<file path="src/rtl/spfa_pkg.sv">
// Package with pipeline stage types and constants for the binary32 adder.
`timescale 1ns / 1ps

package spfa_pkg;

   localparam logic [7:0]  EXP_MAX      = 8'hFF;
   localparam logic [31:0] QNAN_DEFAULT = 32'h7FC0_0000;
   localparam logic [31:0] INF_PACKED   = 32'h7F80_0000;

   // Operands decoded, ordered by magnitude, exponent difference known.
   typedef struct packed {
      logic        valid;
      logic        special;
      logic [31:0] spec_val;
      logic        sign;
      logic [7:0]  xa;
      logic [23:0] ma;
      logic [23:0] mb;
      logic [7:0]  diff;
      logic        sub;
   } stage1_type;

   // Raw sum with guard, round and sticky bits.
   typedef struct packed {
      logic        valid;
      logic        special;
      logic [31:0] spec_val;
      logic        sign;
      logic [7:0]  xa;
      logic [27:0] sum;
   } stage2_type;

   // Normalized significand and encoded exponent.
   typedef struct packed {
      logic        valid;
      logic        special;
      logic [31:0] spec_val;
      logic        sign;
      logic        zero;
      logic        normal;
      logic [7:0]  eenc;
      logic [27:0] norm;
   } stage3_type;

endpackage

</file>
<file path="src/rtl/single_precision_float_adder.sv">
// Pipelined IEEE 754 binary32 adder, round to nearest even.
`timescale 1ns / 1ps

// Channel   Direction  Payload
// req       in         tdata[31:0] addend_a, tdata[63:32] addend_b
// rsp       out        tdata[31:0] sum_bits
//
// A request is taken every cycle unless the pipeline holds; its sum leaves from the result register.
// The stages are decode/order, align/add, leading-zero normalize, round/pack.
// The whole pipeline holds while a result waits and rsp_tready is low.
// Reset clears only the stage valid bits.
module single_precision_float_adder (
   input  logic        clock,
   input  logic        reset,
   input  logic        req_tvalid,
   output logic        req_tready,
   input  logic [63:0] req_tdata,   // addend_a [31:0], addend_b [63:32]
   output logic        rsp_tvalid,
   input  logic        rsp_tready,
   output logic [31:0] rsp_tdata    // sum_bits [31:0]
);

   spfa_pkg::stage1_type s1_ff, s1_in;
   spfa_pkg::stage2_type s2_ff, s2_in;
   spfa_pkg::stage3_type s3_ff, s3_in;
   logic                 out_valid_ff, out_valid_in;
   logic [31:0]          out_data_ff, out_data_in;
   logic                 advance;

   // The pipeline moves as a whole unless the result register is blocked.
   assign advance    = !out_valid_ff || rsp_tready;
   assign req_tready = advance;
   assign rsp_tvalid = out_valid_ff;
   assign rsp_tdata  = out_data_ff;

   // Stage 1: decode, handle special operands, order by magnitude.
   always_comb begin
      logic [31:0] a, b;
      logic        sa, sb, nan_a, nan_b, inf_a, inf_b, za, zb, swap;
      logic [7:0]  ea, eb, xa, xb;
      logic [23:0] ma, mb;
      a     = req_tdata[31:0];
      b     = req_tdata[63:32];
      sa    = a[31];
      sb    = b[31];
      ea    = a[30:23];
      eb    = b[30:23];
      nan_a = (ea == spfa_pkg::EXP_MAX) && (a[22:0] != 23'd0);
      nan_b = (eb == spfa_pkg::EXP_MAX) && (b[22:0] != 23'd0);
      inf_a = (ea == spfa_pkg::EXP_MAX) && (a[22:0] == 23'd0);
      inf_b = (eb == spfa_pkg::EXP_MAX) && (b[22:0] == 23'd0);
      za    = (ea == 8'd0) && (a[22:0] == 23'd0);
      zb    = (eb == 8'd0) && (b[22:0] == 23'd0);
      ma    = {(ea != 8'd0), a[22:0]};
      mb    = {(eb != 8'd0), b[22:0]};
      xa    = (ea != 8'd0) ? ea : 8'd1;
      xb    = (eb != 8'd0) ? eb : 8'd1;
      swap  = {xb, mb} > {xa, ma};

      s1_in          = '0;
      s1_in.valid    = req_tvalid;
      s1_in.special  = 1'b1;
      s1_in.spec_val = a;
      if (nan_a) begin
         s1_in.spec_val = a;
      end else if (nan_b) begin
         s1_in.spec_val = b;
      end else if (inf_a && inf_b) begin
         s1_in.spec_val = (sa != sb) ? spfa_pkg::QNAN_DEFAULT : a;
      end else if (inf_a) begin
         s1_in.spec_val = a;
      end else if (inf_b) begin
         s1_in.spec_val = b;
      end else if (za && zb) begin
         s1_in.spec_val = {(sa & sb), 31'd0};
      end else if (za) begin
         s1_in.spec_val = b;
      end else if (zb) begin
         s1_in.spec_val = a;
      end else begin
         s1_in.special = 1'b0;
      end
      s1_in.sub  = sa ^ sb;
      s1_in.sign = swap ? sb : sa;
      s1_in.xa   = swap ? xb : xa;
      s1_in.ma   = swap ? mb : ma;
      s1_in.mb   = swap ? ma : mb;
      s1_in.diff = swap ? (xb - xa) : (xa - xb);
   end

   // Stage 2: align the smaller operand with sticky, then add or subtract.
   always_comb begin
      logic [26:0] ext_a, ext_b, aligned, lost;
      logic [4:0]  sh;
      ext_a = {s1_ff.ma, 3'b000};
      ext_b = {s1_ff.mb, 3'b000};
      sh    = s1_ff.diff[4:0];
      lost  = ext_b & ~({27{1'b1}} << sh);
      if (s1_ff.diff >= 8'd27) begin
         aligned = {26'd0, (ext_b != 27'd0)};
      end else begin
         aligned = (ext_b >> sh) | {26'd0, (lost != 27'd0)};
      end
      s2_in          = '0;
      s2_in.valid    = s1_ff.valid;
      s2_in.special  = s1_ff.special;
      s2_in.spec_val = s1_ff.spec_val;
      s2_in.sign     = s1_ff.sign;
      s2_in.xa       = s1_ff.xa;
      s2_in.sum      = s1_ff.sub ? ({1'b0, ext_a} - {1'b0, aligned})
                                 : ({1'b0, ext_a} + {1'b0, aligned});
   end

   // Stage 3: count leading zeros and normalize, clamping at the subnormal range.
   always_comb begin
      logic [4:0] lz, sh;
      logic       normal;
      lz = 5'd0;
      for (int i = 0; i < 28; i++) begin
         if (s2_ff.sum[i]) begin
            lz = 5'(27 - i);
         end
      end
      normal = ({3'b000, lz} <= s2_ff.xa);
      sh     = normal ? lz : s2_ff.xa[4:0];
      s3_in          = '0;
      s3_in.valid    = s2_ff.valid;
      s3_in.special  = s2_ff.special;
      s3_in.spec_val = s2_ff.spec_val;
      s3_in.sign     = s2_ff.sign;
      s3_in.zero     = (s2_ff.sum == 28'd0);
      s3_in.normal   = normal;
      s3_in.eenc     = normal ? (s2_ff.xa - {3'b000, lz}) : 8'd0;
      s3_in.norm     = s2_ff.sum << sh;
   end

   // Stage 4: round to nearest even, pack, and saturate to infinity.
   always_comb begin
      logic [23:0] mant;
      logic        round_inc;
      logic [31:0] packed_val;
      mant       = s3_ff.norm[27:4];
      round_inc  = s3_ff.norm[3] && ((s3_ff.norm[2:0] != 3'd0) || mant[0]);
      packed_val = {1'b0, s3_ff.eenc, 23'd0} + {8'd0, mant} + {31'd0, round_inc};
      out_valid_in = s3_ff.valid;
      if (s3_ff.special) begin
         out_data_in = s3_ff.spec_val;
      end else if (s3_ff.zero) begin
         out_data_in = 32'd0;
      end else if (packed_val >= spfa_pkg::INF_PACKED) begin
         out_data_in = {s3_ff.sign, spfa_pkg::INF_PACKED[30:0]};
      end else begin
         out_data_in = {s3_ff.sign, packed_val[30:0]};
      end
   end

   // Pipeline registers; payload holds with the valid bits on a stall.
   always_ff @(posedge clock) begin
      if (reset) begin
         s1_ff.valid  <= 1'b0;
         s2_ff.valid  <= 1'b0;
         s3_ff.valid  <= 1'b0;
         out_valid_ff <= 1'b0;
      end else if (advance) begin
         s1_ff        <= s1_in;
         s2_ff        <= s2_in;
         s3_ff        <= s3_in;
         out_valid_ff <= out_valid_in;
      end
   end

   always_ff @(posedge clock) begin
      if (advance) begin
         out_data_ff <= out_data_in;
      end
   end

`ifndef SYNTHESIS
   // A normal, nonzero result has its leading one at the top after the shift.
   a_norm_lead : assert property (@(posedge clock) disable iff (reset)
      (s3_ff.valid && !s3_ff.special && !s3_ff.zero && s3_ff.normal) |-> s3_ff.norm[27])
      else $error("normalized significand lacks leading one");

   // A blocked result freezes the first stage too.
   a_stall_hold : assert property (@(posedge clock) disable iff (reset)
      (rsp_tvalid && !rsp_tready) |=> $stable(s1_ff) && $stable(s3_ff))
      else $error("pipeline moved during a stall");

   // A subnormal result keeps its top significand bit clear before rounding.
   a_subnormal : assert property (@(posedge clock) disable iff (reset)
      (s3_ff.valid && !s3_ff.special && !s3_ff.normal)
         |-> (s3_ff.eenc == 8'd0) && !s3_ff.norm[27])
      else $error("subnormal result with hidden bit set");

   // Nothing is valid right after reset.
   a_reset_empty : assert property (@(posedge clock)
      reset |=> !rsp_tvalid && !s1_ff.valid && !s2_ff.valid && !s3_ff.valid)
      else $error("pipeline not empty after reset");
`endif

endmodule

</file>
<file path="config.mk">
export PLATFORM = sky130hd
export DESIGN_NAME = single_precision_float_adder
export DESIGN_NICKNAME = d
export VERILOG_FILES = /design/src/rtl/spfa_pkg.sv /design/src/rtl/single_precision_float_adder.sv
export SDC_FILE = /design/constraint.sdc
export NUM_CORES = 1
export LEC_CHECK = 0
export ABC_AREA = 1
export BUFFER_PORTS_ARGS = -buffer_cell sky130_fd_sc_hd__buf_2
export CORE_ASPECT_RATIO = 0.5
export CORE_MARGIN = 1
export CORE_UTILIZATION = 30
export DETAILED_ROUTE_END_ITERATION = 8
export GPL_TIMING_DRIVEN = 0
export SYNTH_ARGS = -nofsm -noshare
export SYNTH_HDL_FRONTEND = slang
export SYNTH_SLANG_ARGS = --single-unit
export TNS_END_PERCENT = 100
</file>
<file path="constraint.sdc">
create_clock -name clock -period 14.8 [get_ports clock]
set_input_delay 0 -clock clock [delete_from_list [all_inputs] [get_ports clock]]
set_output_delay 0 -clock clock [all_outputs]
set_load 0.01 [all_outputs]
</file>
==> results of run 1 <==
## power breakdown
part | leakage, nW | switching, mW | internal, mW
clock | 0.422 | 0.308 | 0.372
combinational | 6.13 | 0.495 | 0.235
sequential | 2.74 | 0.0544 | 0.979
total | 9.30 | 0.857 | 1.59
## state kept, by name (all words and copies together) (netlist names)
register      count
s1_ff           100
s2_ff            71
s3_ff            71
rsp_tdata        32
out_valid_in      1
rsp_tvalid        1
## per-stage QoR
| stage | std cells | hold WS [ns] |
|---|---|---|
| CTS | 3283 | 0.00132 |
| global route | 3284 | 0.0340 |
| floorplan | 2230 | 0.0691 |
| global placement | 3143 | 0.221 |
| finish | 3285 | 0.0404 |
| detailed placement | 3150 | 0.254 |
## cell families after synthesis
| kind of cell | after synthesis | synth area share, % |
|---|---|---|
| compound gates | 463 | 14.7 |
| xor+xnor | 41 | 1.98 |
| fa+ha+maj | 101 | 7.00 |
| buf+inv | 390 | 8.21 |
| flops | 276 | 44.7 |
| mux | 8 | 0.434 |
| simple gates | 951 | 23.0 |
## synthesized netlist by cell type (3+ instances only)
cell type	number
edfxtp_1	272
nor2_4	4
a31oi_1	6
dlygate4sd1_1	3
mux2i_1	8
nor3_1	28
nand2_1	480
nor2_2	7
a21boi_0	6
a211oi_1	7
o21ai_2	20
o221ai_1	15
xor2_1	36
o21bai_1	5
fa_1	4
nand4_1	26
nor4_1	22
a21oi_1	106
nor3_2	5
o21ai_1	13
inv_1	280
inv_2	9
xnor2_1	4
o21ai_0	210
o211ai_1	23
buf_1	11
nand3_2	3
nand2_4	3
nand3b_1	4
dfxtp_1	4
o2111ai_1	9
ha_1	97
o22ai_1	13
o31ai_1	4
or2_2	12
o32ai_1	5
nand2_2	4
a22o_1	4
clkbuf_1	81
nand3_1	226
nor2_1	119
a221oi_1	3
## tightest hold or removal path: cells and delay by family
kind,cells,cell delay (ns)
buffers and inverters,1,0.12
AOI/OAI and AO/OA,1,0.24
and+or+nand+nor,1,0.06
## layout make-up
cell class	instances	share of cell area [%]
clock inverter	17	0.710
inverter	291	5.00
multi-input combinational	1564	39.9
sequential	276	37.7
antenna	1	0.0114
clock buffer	35	3.32
buffer	99	1.94
tap	812	4.65
timing repair buffer	190	6.79
## path summary, 6_finish.rpt
check	slack (ns)	from	depth (start not counted)	to
setup / recovery	9.16	s1_ff[1]	30	s2_ff[25]
hold / removal	0.04	req_tdata[25]	3	s1_ff[59]
setup reg to reg	9.16	s1_ff[1]	30	s2_ff[25]
hold reg to reg	0.40	s1_ff[88]	0	s2_ff[59]
## what timing repair did
action | in CTS | in global routing
hold buffers | 81 | 0
hold endpoints to repair | 97 | 0
endpoints found under the setup margin | 0 | 0
## per-layer routing
metal / vias to the layer above / global-route usage, % / routed length [µm]
li1: 8153 / - / -
met1: 7873 / 25.6 / 27700
met2: 609 / 29.7 / 26400
met3: 141 / 2.45 / 3570
met4: 6 / 6.21 / 2270
met5: - / 0 / 40
==> results_dict.tcl, run 1 <==
set metrics [dict create \
    postLayoutCoreUtil_pct 36.4 \
    cp_slowest_stage_delay_ns 0.41 \
    start_util_pct 30.8 \
    cts_setup_buffers 0 \
    slew_violations 0 \
    wl_mm 60.0 \
    cts.repair.resized 0 \
    cpMostUsedCell "nand2_1" \
    cp_max_fo 10 \
    synth.avg_cell_area_um2 8.28 \
    setup_viol 0 \
    coreArea_mm2 0.0601 \
    status "complete, no violations" \
    synth_nets 2399 \
    vias 16782 \
    cts.sinks 276 \
    min_period_over_period_pct 38.1 \
    fillers 6193 \
    fmax_mhz 177 \
    cap_viol_max_count 0 \
    cp_num_buf_inv 5 \
    detail_route.iter0.violations 1654 \
    pwr_density_cell_mw_per_mm2 112 \
    cp.required_ns 15.13 \
    peakVddDrop_uv 92.5 \
    finalHoldViolCount 0 \
    antenna_left 0 \
    drt_pre_antenna_iters 6 \
    final_common_cell "nand2_1" \
    skew_ns 0.0182 \
    synthArstFlopShare_pct 0 \
    grt_util_all_layers_pct 18.5 \
    drc 0 \
    tightest_slew_ns 0.922 \
    die_h_um 177 \
    path_class "register to register" \
    yosys_warnings 0 \
    rows 63 \
    clk_latency_ns 0.58 \
    place_ws_ns 9.24 \
    grt_max_degree 37 \
    grt_overflow 0 \
    leakagePower_nw 9.30 \
    crit_arrival_ns 5.97 \
    hp-class "input port to register" \
    antenna_found_initial 4 \
    gp_congestion 0.972 \
    synthFlopType "edfxtp_1" \
    mostFrequentLayoutCells "480 x nand2_1, 279 x inv_1, 272 x edfxtp_1" \
    synth_top_area_share_pct 44.2 \
    wire_per_inst_um 18.2 \
    synth_edf_count 272 \
    p_total_mw 2.44 \
    synth_area_mm2 0.0185 \
    nets 2619 \
    syn_inst 2230 \
    finalCriticalPeriod_ns 5.64 \
    cpMaxStageDelayCell "buf_1" \
    area_delta_synth_final_pct 18.4 \
    dpl-instance-area_mm2 0.0201 \
    grt_first_pass_wirelength_mm 89.8 \
    synth_largest_area_cell "edfxtp_1" \
    clkTransAtPathRegs_ns 0.07 \
    die_w_um 353 \
    port_buffers 101 \
    cts_tree "done" \
    hpwl_mm 47.0 \
    clockBufferDepth 3 \
    cts_root_buffer "clkbuf_16" \
    drive_gt1_share_pct 9.10 \
    rsz0062_at_grt "false" \
    slew_headroom_pct 37.0 \
    fin_ws_ns 9.16 \
    htreeDepth 1 \
    vias_per_cell 5.11 \
    ioPinCount 102 \
    start_kind "register" \
    yosysSeqAreaShare_pct 44.7 \
    synth_seq_cells 276 \
    fin_setup_tns_ns 0 \
    grt_pass1_vias 15593 \
    die_area_mm2 0.0626 \
    numCtsBuffers 28 \
    ys_types 63 \
    path_delay_family "compound AO/OA/AOI/OAI gates" \
    regArea_mm2 0.00825 \
    ys_top_cells_by_area "edfxtp_1 44%, nand2_1 9.8%, ha_1 6.6%" \
    multiInputGateArea_mm2 0.00871 \
    final_area_mm2 0.0219 \
    endpoint_kind "register" \
]
Note: power is estimated with default switching activity, not from simulation.
==> inputs of run 2 (changes only) <==
==> constraint.sdc (replaced) <==
create_clock -name clock -period 5.48 [get_ports clock]
set_input_delay 0 -clock clock [delete_from_list [all_inputs] [get_ports clock]]
set_output_delay 0 -clock clock [all_outputs]
set_load 0.01 [all_outputs]
==> results_dict.tcl, run 2 (synthesized netlist as in run 1, its figures left out) <==
set metrics [dict create \
    status "complete, no violations" \
    hp-class "input port to register" \
    cp_num_buf_inv 4 \
    slew_headroom_pct 37.5 \
    cts_setup_buffers 0 \
    antenna_found_initial 0 \
    hold_path_depth 3 \
    htreeDepth 1 \
    path_class "register to register" \
    grt_util_all_layers_pct 18.7 \
    cts.sinks 276 \
    numCtsBuffers 28 \
    instances_no_fill 3285 \
    peakVddDrop_uv 243 \
    antenna_left 0 \
    path_delay_family "compound AO/OA/AOI/OAI gates" \
    skew_ns 0.0113 \
    cts_root_buffer "clkbuf_16" \
    clk_latency_ns 0.58 \
    switching_share_pct 33.8 \
    pwr_density_cell_mw_per_mm2 310 \
    nets 2620 \
    power.share.sequential_pct 40.7 \
    p_total_mw 6.85 \
    grt_first_pass_wirelength_mm 91.6 \
    wire_per_inst_um 18.2 \
    rsz0062_at_grt "false" \
    p_int_mw 4.53 \
    die_h_um 177 \
    area_delta_synth_final_pct 19.5 \
    grt_pass1_vias 16079 \
    p_switching_mw 2.32 \
    grt_overflow 0 \
    gp_congestion 0.968 \
    reg_top3 "s1_ff: 100 flops, s2_ff: 71 flops, s3_ff: 71 flops" \
    fmax_mhz 198 \
    clockPowerShare_pct 30.5 \
    cp_max_fo 10 \
    cp.depth 28 \
    fin_setup_tns_ns 0 \
    cap_viol_max_count 0 \
    ioPinCount 102 \
    cpMostUsedCell "nand2_1" \
    largest_register_ffs 100 \
    start_kind "register" \
    vias_per_cell 5.09 \
    die_area_mm2 0.0626 \
    detail_route.iter0.violations 1781 \
    drc 0 \
    hpwl_mm 47.0 \
    drt_pre_antenna_iters 6 \
    dpl-instance-area_mm2 0.0202 \
    finalCriticalPeriod_ns 5.04 \
    endpoint_kind "register" \
    leakagePower_nw 9.43 \
    crit_arrival_ns 5.37 \
    cts_tree "done" \
    coreArea_mm2 0.0601 \
    drive_gt1_share_pct 10.4 \
    start_util_pct 30.8 \
    fillers 6208 \
    clockBufferDepth 3 \
    final_common_cell "nand2_1" \
    cp.required_ns 5.81 \
    tightest_slew_ns 0.935 \
    wl_mm 59.7 \
    setup_viol 0 \
    regMostFlops "s1_ff" \
    min_period_over_period_pct 92.0 \
    die_w_um 353 \
    cp_slowest_stage_delay_ns 0.45 \
    slew_violations 0 \
    dp_cells 3150 \
    final_area_mm2 0.0221 \
    mostFrequentLayoutCells "479 x nand2_1, 278 x inv_1, 272 x edfxtp_1" \
    grt_max_degree 38 \
    vias 16737 \
    holdWs_ns 0.0611 \
    finalHoldViolCount 0 \
    power_frac_comb_pct 28.8 \
    cpMaxStageDelayCell "edfxtp_1" \
    clkTransAtPathRegs_ns 0.07 \
    reg2regPathDepth 28 \
    rows 63 \
    port_buffers 101 \
]
==> run 2: cell types whose count changed in the layout (fill, tap and decap cells not counted), moves of 2 or more <==
cell,delta
a21boi_0,-2
a21boi_1,+2
buf_1,-4
buf_12,-2
buf_16,+2
bufinv_16,+5
clkbuf_1,-16
clkbuf_2,+16
clkbuf_4,+2
clkinv_1,-5
inv_6,+2
o21ai_0,-17
o21ai_1,+15
o21ai_2,+2
==> run 2: power by group through the flow <==
stage	clock (mW)	sequential, mW	combinational (mW)
after floorplan	0	2.81	1.24
after global placement	0	2.85	1.84
after detailed placement	0	2.84	1.85
after CTS	2.14	2.79	1.93
after global routing	2.21	2.82	2.19
final	2.09	2.79	1.97
==> run 2: tightest hold or removal path, delay by kind of cell <==
kind	cells	cell delay, ns
AO/OA/AOI/OAI	1	0.30
buffers and inverters	2	0.20
==> run 2: path summary, 6_finish.rpt <==
| path | from | endpoint | slack (ns) |
|---|---|---|---|
| setup / recovery | s1_ff[1] | s2_ff[25] | 0.44 |
| hold / removal | req_tdata[59] | s1_ff[93] | 0.06 |
| setup reg to reg | s1_ff[1] | s2_ff[25] | 0.44 |
| hold reg to reg | s2_ff[56] | s3_ff[58] | 0.42 |
==> run 2: cell type report <==
type | instances | area [µm²] | area share [%]
multi-input combinational | 1564 | 8740 | 39.6
sequential | 276 | 8250 | 37.4
antenna | 1 | 2.50 | 0.0113
clock buffer | 34 | 723 | 3.28
inverter | 291 | 1090 | 4.95
clock inverter | 17 | 285 | 1.29
tap | 812 | 1020 | 4.60
timing repair buffer | 191 | 1510 | 6.84
buffer | 99 | 455 | 2.06
==> run 2: metal layers <==
| metal | wire length (µm) | GRT usage [%] | share of wire, % | vias to the layer above |
|---|---|---|---|---|
| met4 | 2250 | 6.58 | 3.8 | 0 |
| met2 | 27000 | 30.8 | 45 | 571 |
| met1 | 27300 | 25.7 | 46 | 7882 |
| met5 | 0 | 0 | 0 | - |
| li1 | - | - | - | 8145 |
| met3 | 3190 | 1.88 | 5.3 | 139 |
==> run 2: through the flow <==
stage          util (%)  worst slack [ns]
2_1_floorplan         -              1.03
3_3_place_gp       33.3            -0.309
3_5_place_dp       33.6           -0.0251
4_1_cts            36.6            0.0386
5_1_grt            36.7           0.00825
6_report           36.7             0.440
==> run 2: repair_timing <==
item                                    in CTS  in global routing
gates resized for setup                      2                 64
endpoints found under the setup margin       5                 34
hold buffers                                82                  0
hold endpoints to repair                   111                  0
==> inputs of run 3 (changes only) <==
--- a/config.mk
+++ b/config.mk
@@ -5,13 +5,13 @@
 export SDC_FILE = /design/constraint.sdc
 export NUM_CORES = 1
 export LEC_CHECK = 0
-export ABC_AREA = 1
 export BUFFER_PORTS_ARGS = -buffer_cell sky130_fd_sc_hd__buf_2
 export CORE_ASPECT_RATIO = 0.5
 export CORE_MARGIN = 1
 export CORE_UTILIZATION = 30
 export DETAILED_ROUTE_END_ITERATION = 8
 export GPL_TIMING_DRIVEN = 0
+export MAX_ROUTING_LAYER = met4
 export SYNTH_ARGS = -nofsm -noshare
 export SYNTH_HDL_FRONTEND = slang
 export SYNTH_SLANG_ARGS = --single-unit
==> results_dict.tcl, run 3 <==
set metrics [dict create \
    setup_viol 0 \
    rows 63 \
    final_common_cell "edfxtp_1" \
    largest_register_ffs 100 \
    min_period_over_period_pct 95.8 \
    synth.avg_cell_area_um2 9.93 \
    leakagePower_nw 8.52 \
    coreArea_mm2 0.0599 \
    yosysSeqAreaShare_pct 44.8 \
    die_w_um 352 \
    hold_path_depth 5 \
    skew_ns 0.0165 \
    drt_pre_antenna_iters 6 \
    reg2regPathDepth 19 \
    synth_nets 2022 \
    status "complete, no violations" \
    clockBufferDepth 3 \
    synth_xor_xnor_area_share_pct 3.09 \
    yosys_warnings 0 \
    finalCriticalPeriod_ns 5.25 \
    clk_latency_ns 0.57 \
    clkTransAtPathRegs_ns 0.07 \
    synth_edf_count 272 \
    antenna_left 0 \
    ioPinCount 102 \
    slew_headroom_pct 30.3 \
    grt_util_all_layers_pct 19.2 \
    grt_overflow 0 \
    synth_mux_area_share_pct 7.14 \
    synthFlopType "edfxtp_1" \
    synthArstFlopShare_pct 0 \
    rsz0062_at_grt "true" \
    cp.required_ns 5.77 \
    cts.sinks 276 \
    fillers 6009 \
    cts_root_buffer "clkbuf_16" \
    synth_top_area_share_pct 44.4 \
    fmax_mhz 190 \
    wire_per_inst_um 20.7 \
    wl_mm 60.4 \
    synth_largest_area_cell "edfxtp_1" \
    p_total_mw 6.55 \
    peakVddDrop_uv 223 \
    ys_types 77 \
    drc 0 \
    port_buffers 101 \
    grt_pass1_vias 14989 \
    grt_first_pass_wirelength_mm 89.9 \
    drive_gt1_share_pct 13.4 \
    cap_viol_max_count 0 \
    hp-class "input port to register" \
    vias 15859 \
    nets 2254 \
    synth_seq_cells 276 \
    ys_top_cells_by_area "edfxtp_1 44%, ha_1 6.6%, nand2_1 3.6%" \
    synth_area_mm2 0.0184 \
    start_util_pct 30.7 \
    cts_tree "done" \
    slew_violations 0 \
    die_h_um 177 \
    reg_top3 "s1_ff: 100 flops, s2_ff: 71 flops, s3_ff: 71 flops" \
    synth_common_cells "272 x edfxtp_1, 178 x nand2_1, 136 x nor2_1" \
    antenna_found_initial 5 \
    detail_route.iter0.violations 1699 \
    path_class "register to register" \
    grt_max_degree 38 \
    crit_arrival_ns 5.54 \
    finalHoldViolCount 0 \
    numCtsBuffers 27 \
    die_area_mm2 0.0624 \
    synth_top_family_by_area "compound AO/OA/AOI/OAI gates" \
    multiInputGateArea_mm2 0.00939 \
    cp_max_fo 10 \
    yosysMostFrequentCell "edfxtp_1" \
    tightest_slew_ns 1.04 \
    syn_inst 1853 \
    synth_compound_area_share_pct 18.9 \
    fin_setup_tns_ns 0 \
    regMostFlops "s1_ff" \
    area_delta_synth_final_pct 20.0 \
    mostFrequentLayoutCells "272 x edfxtp_1, 178 x nand2_1, 135 x nor2_1" \
    holdWs_ns 0.0899 \
    endpoint_kind "register" \
    vias_per_cell 5.43 \
    synth-simple-area-share_pct 14.0 \
    hpwl_mm 46.3 \
    htreeDepth 1 \
    gp_congestion 0.991 \
    regArea_mm2 0.00825 \
    synth_adder_area_share_pct 7.03 \
    pwr_density_cell_mw_per_mm2 296 \
    start_kind "register" \
]
[run 3: where the power goes]
| group | switching [mW] | internal, mW |
|---|---|---|
| clock network | 0.834 | 1.00 |
| registers | 0.180 | 2.62 |
| logic | 1.17 | 0.746 |
[run 3: cells by family (layout without fill, tap and decap cells)]
logic type	Yosys count	count (layout)
adder cells (fa/ha/maj)	101	101
XOR/XNOR	65	65
other	0	1
multiplexers	106	106
AO/OA/AOI/OAI	526	526
buffers and inverters	232	485
flip-flops	276	276
AND/OR/NAND/NOR	547	547
[run 3: final cells by class]
type                    instances  area share (%)
repair buffers                205            7.37
well taps                     812            4.60
clock inverters                15           0.651
multi-input cells            1345            42.5
clock buffers                  35            3.28
diodes                          1          0.0113
flip-flops and latches        276            37.3
inverters                     124            2.11
plain buffers                 106            2.15
[run 3: layer usage]
layer / GRT usage, % / up-vias / wire length, µm
met5: - / - / 0
met4: 6.36 / 0 / 2200
met3: 2.57 / 184 / 4160
met2: 28.8 / 660 / 26100
met1: 26.6 / 7585 / 27900
li1: - / 7430 / -
[run 3: critical path, cell delays in order (launching register included)]
cell and delay, ns:
edfxtp_1 0.55, nor2_1 0.18, o311ai_1 0.10, a211oi_1 0.36
o311ai_2 0.18, a211o_1 0.30, nand2_1 0.09, inv_1 0.06
fa_1 0.39, and2b_1 0.22, o21ai_1 0.09, a311oi_2 0.34
or2_2 0.21, clkbuf_4 0.23, mux2_2 0.23, buf_2 0.28
clkbuf_1 0.43, o21ai_0 0.33, o211ai_1 0.21, o221ai_1 0.17
[run 3: timing repair]
item                                    4_1_cts  5_1_grt
hold buffers                                 94        0
pin swaps                                     1        2
resized for setup                            15       44
setup buffers                                 1        1
endpoints found under the hold margin       104        0
endpoints found under the setup margin       16       54
[run 3: path summary, 6_finish.rpt]
check                              startpoint         to  slack [ns]
worst max-delay path                 s2_ff[1]  s3_ff[22]        0.23
worst min register to register      s1_ff[96]  s2_ff[67]        0.41
worst min-delay path            req_tdata[23]  s1_ff[98]        0.09
worst max register to register       s2_ff[1]  s3_ff[22]        0.23
[run 3: stage by stage]
step           cells  area, µm²  utilization (%)  setup WS [ns]
2_1_floorplan   1853      18400                -          0.819
3_3_place_gp    2766      19900             33.3         -0.337
3_5_place_dp    2773      20100             33.5         -0.333
4_1_cts         2918      21900             36.6         0.0671
5_1_grt         2919      22100             36.9        -0.0427
6_report        2919      22100             36.9          0.229
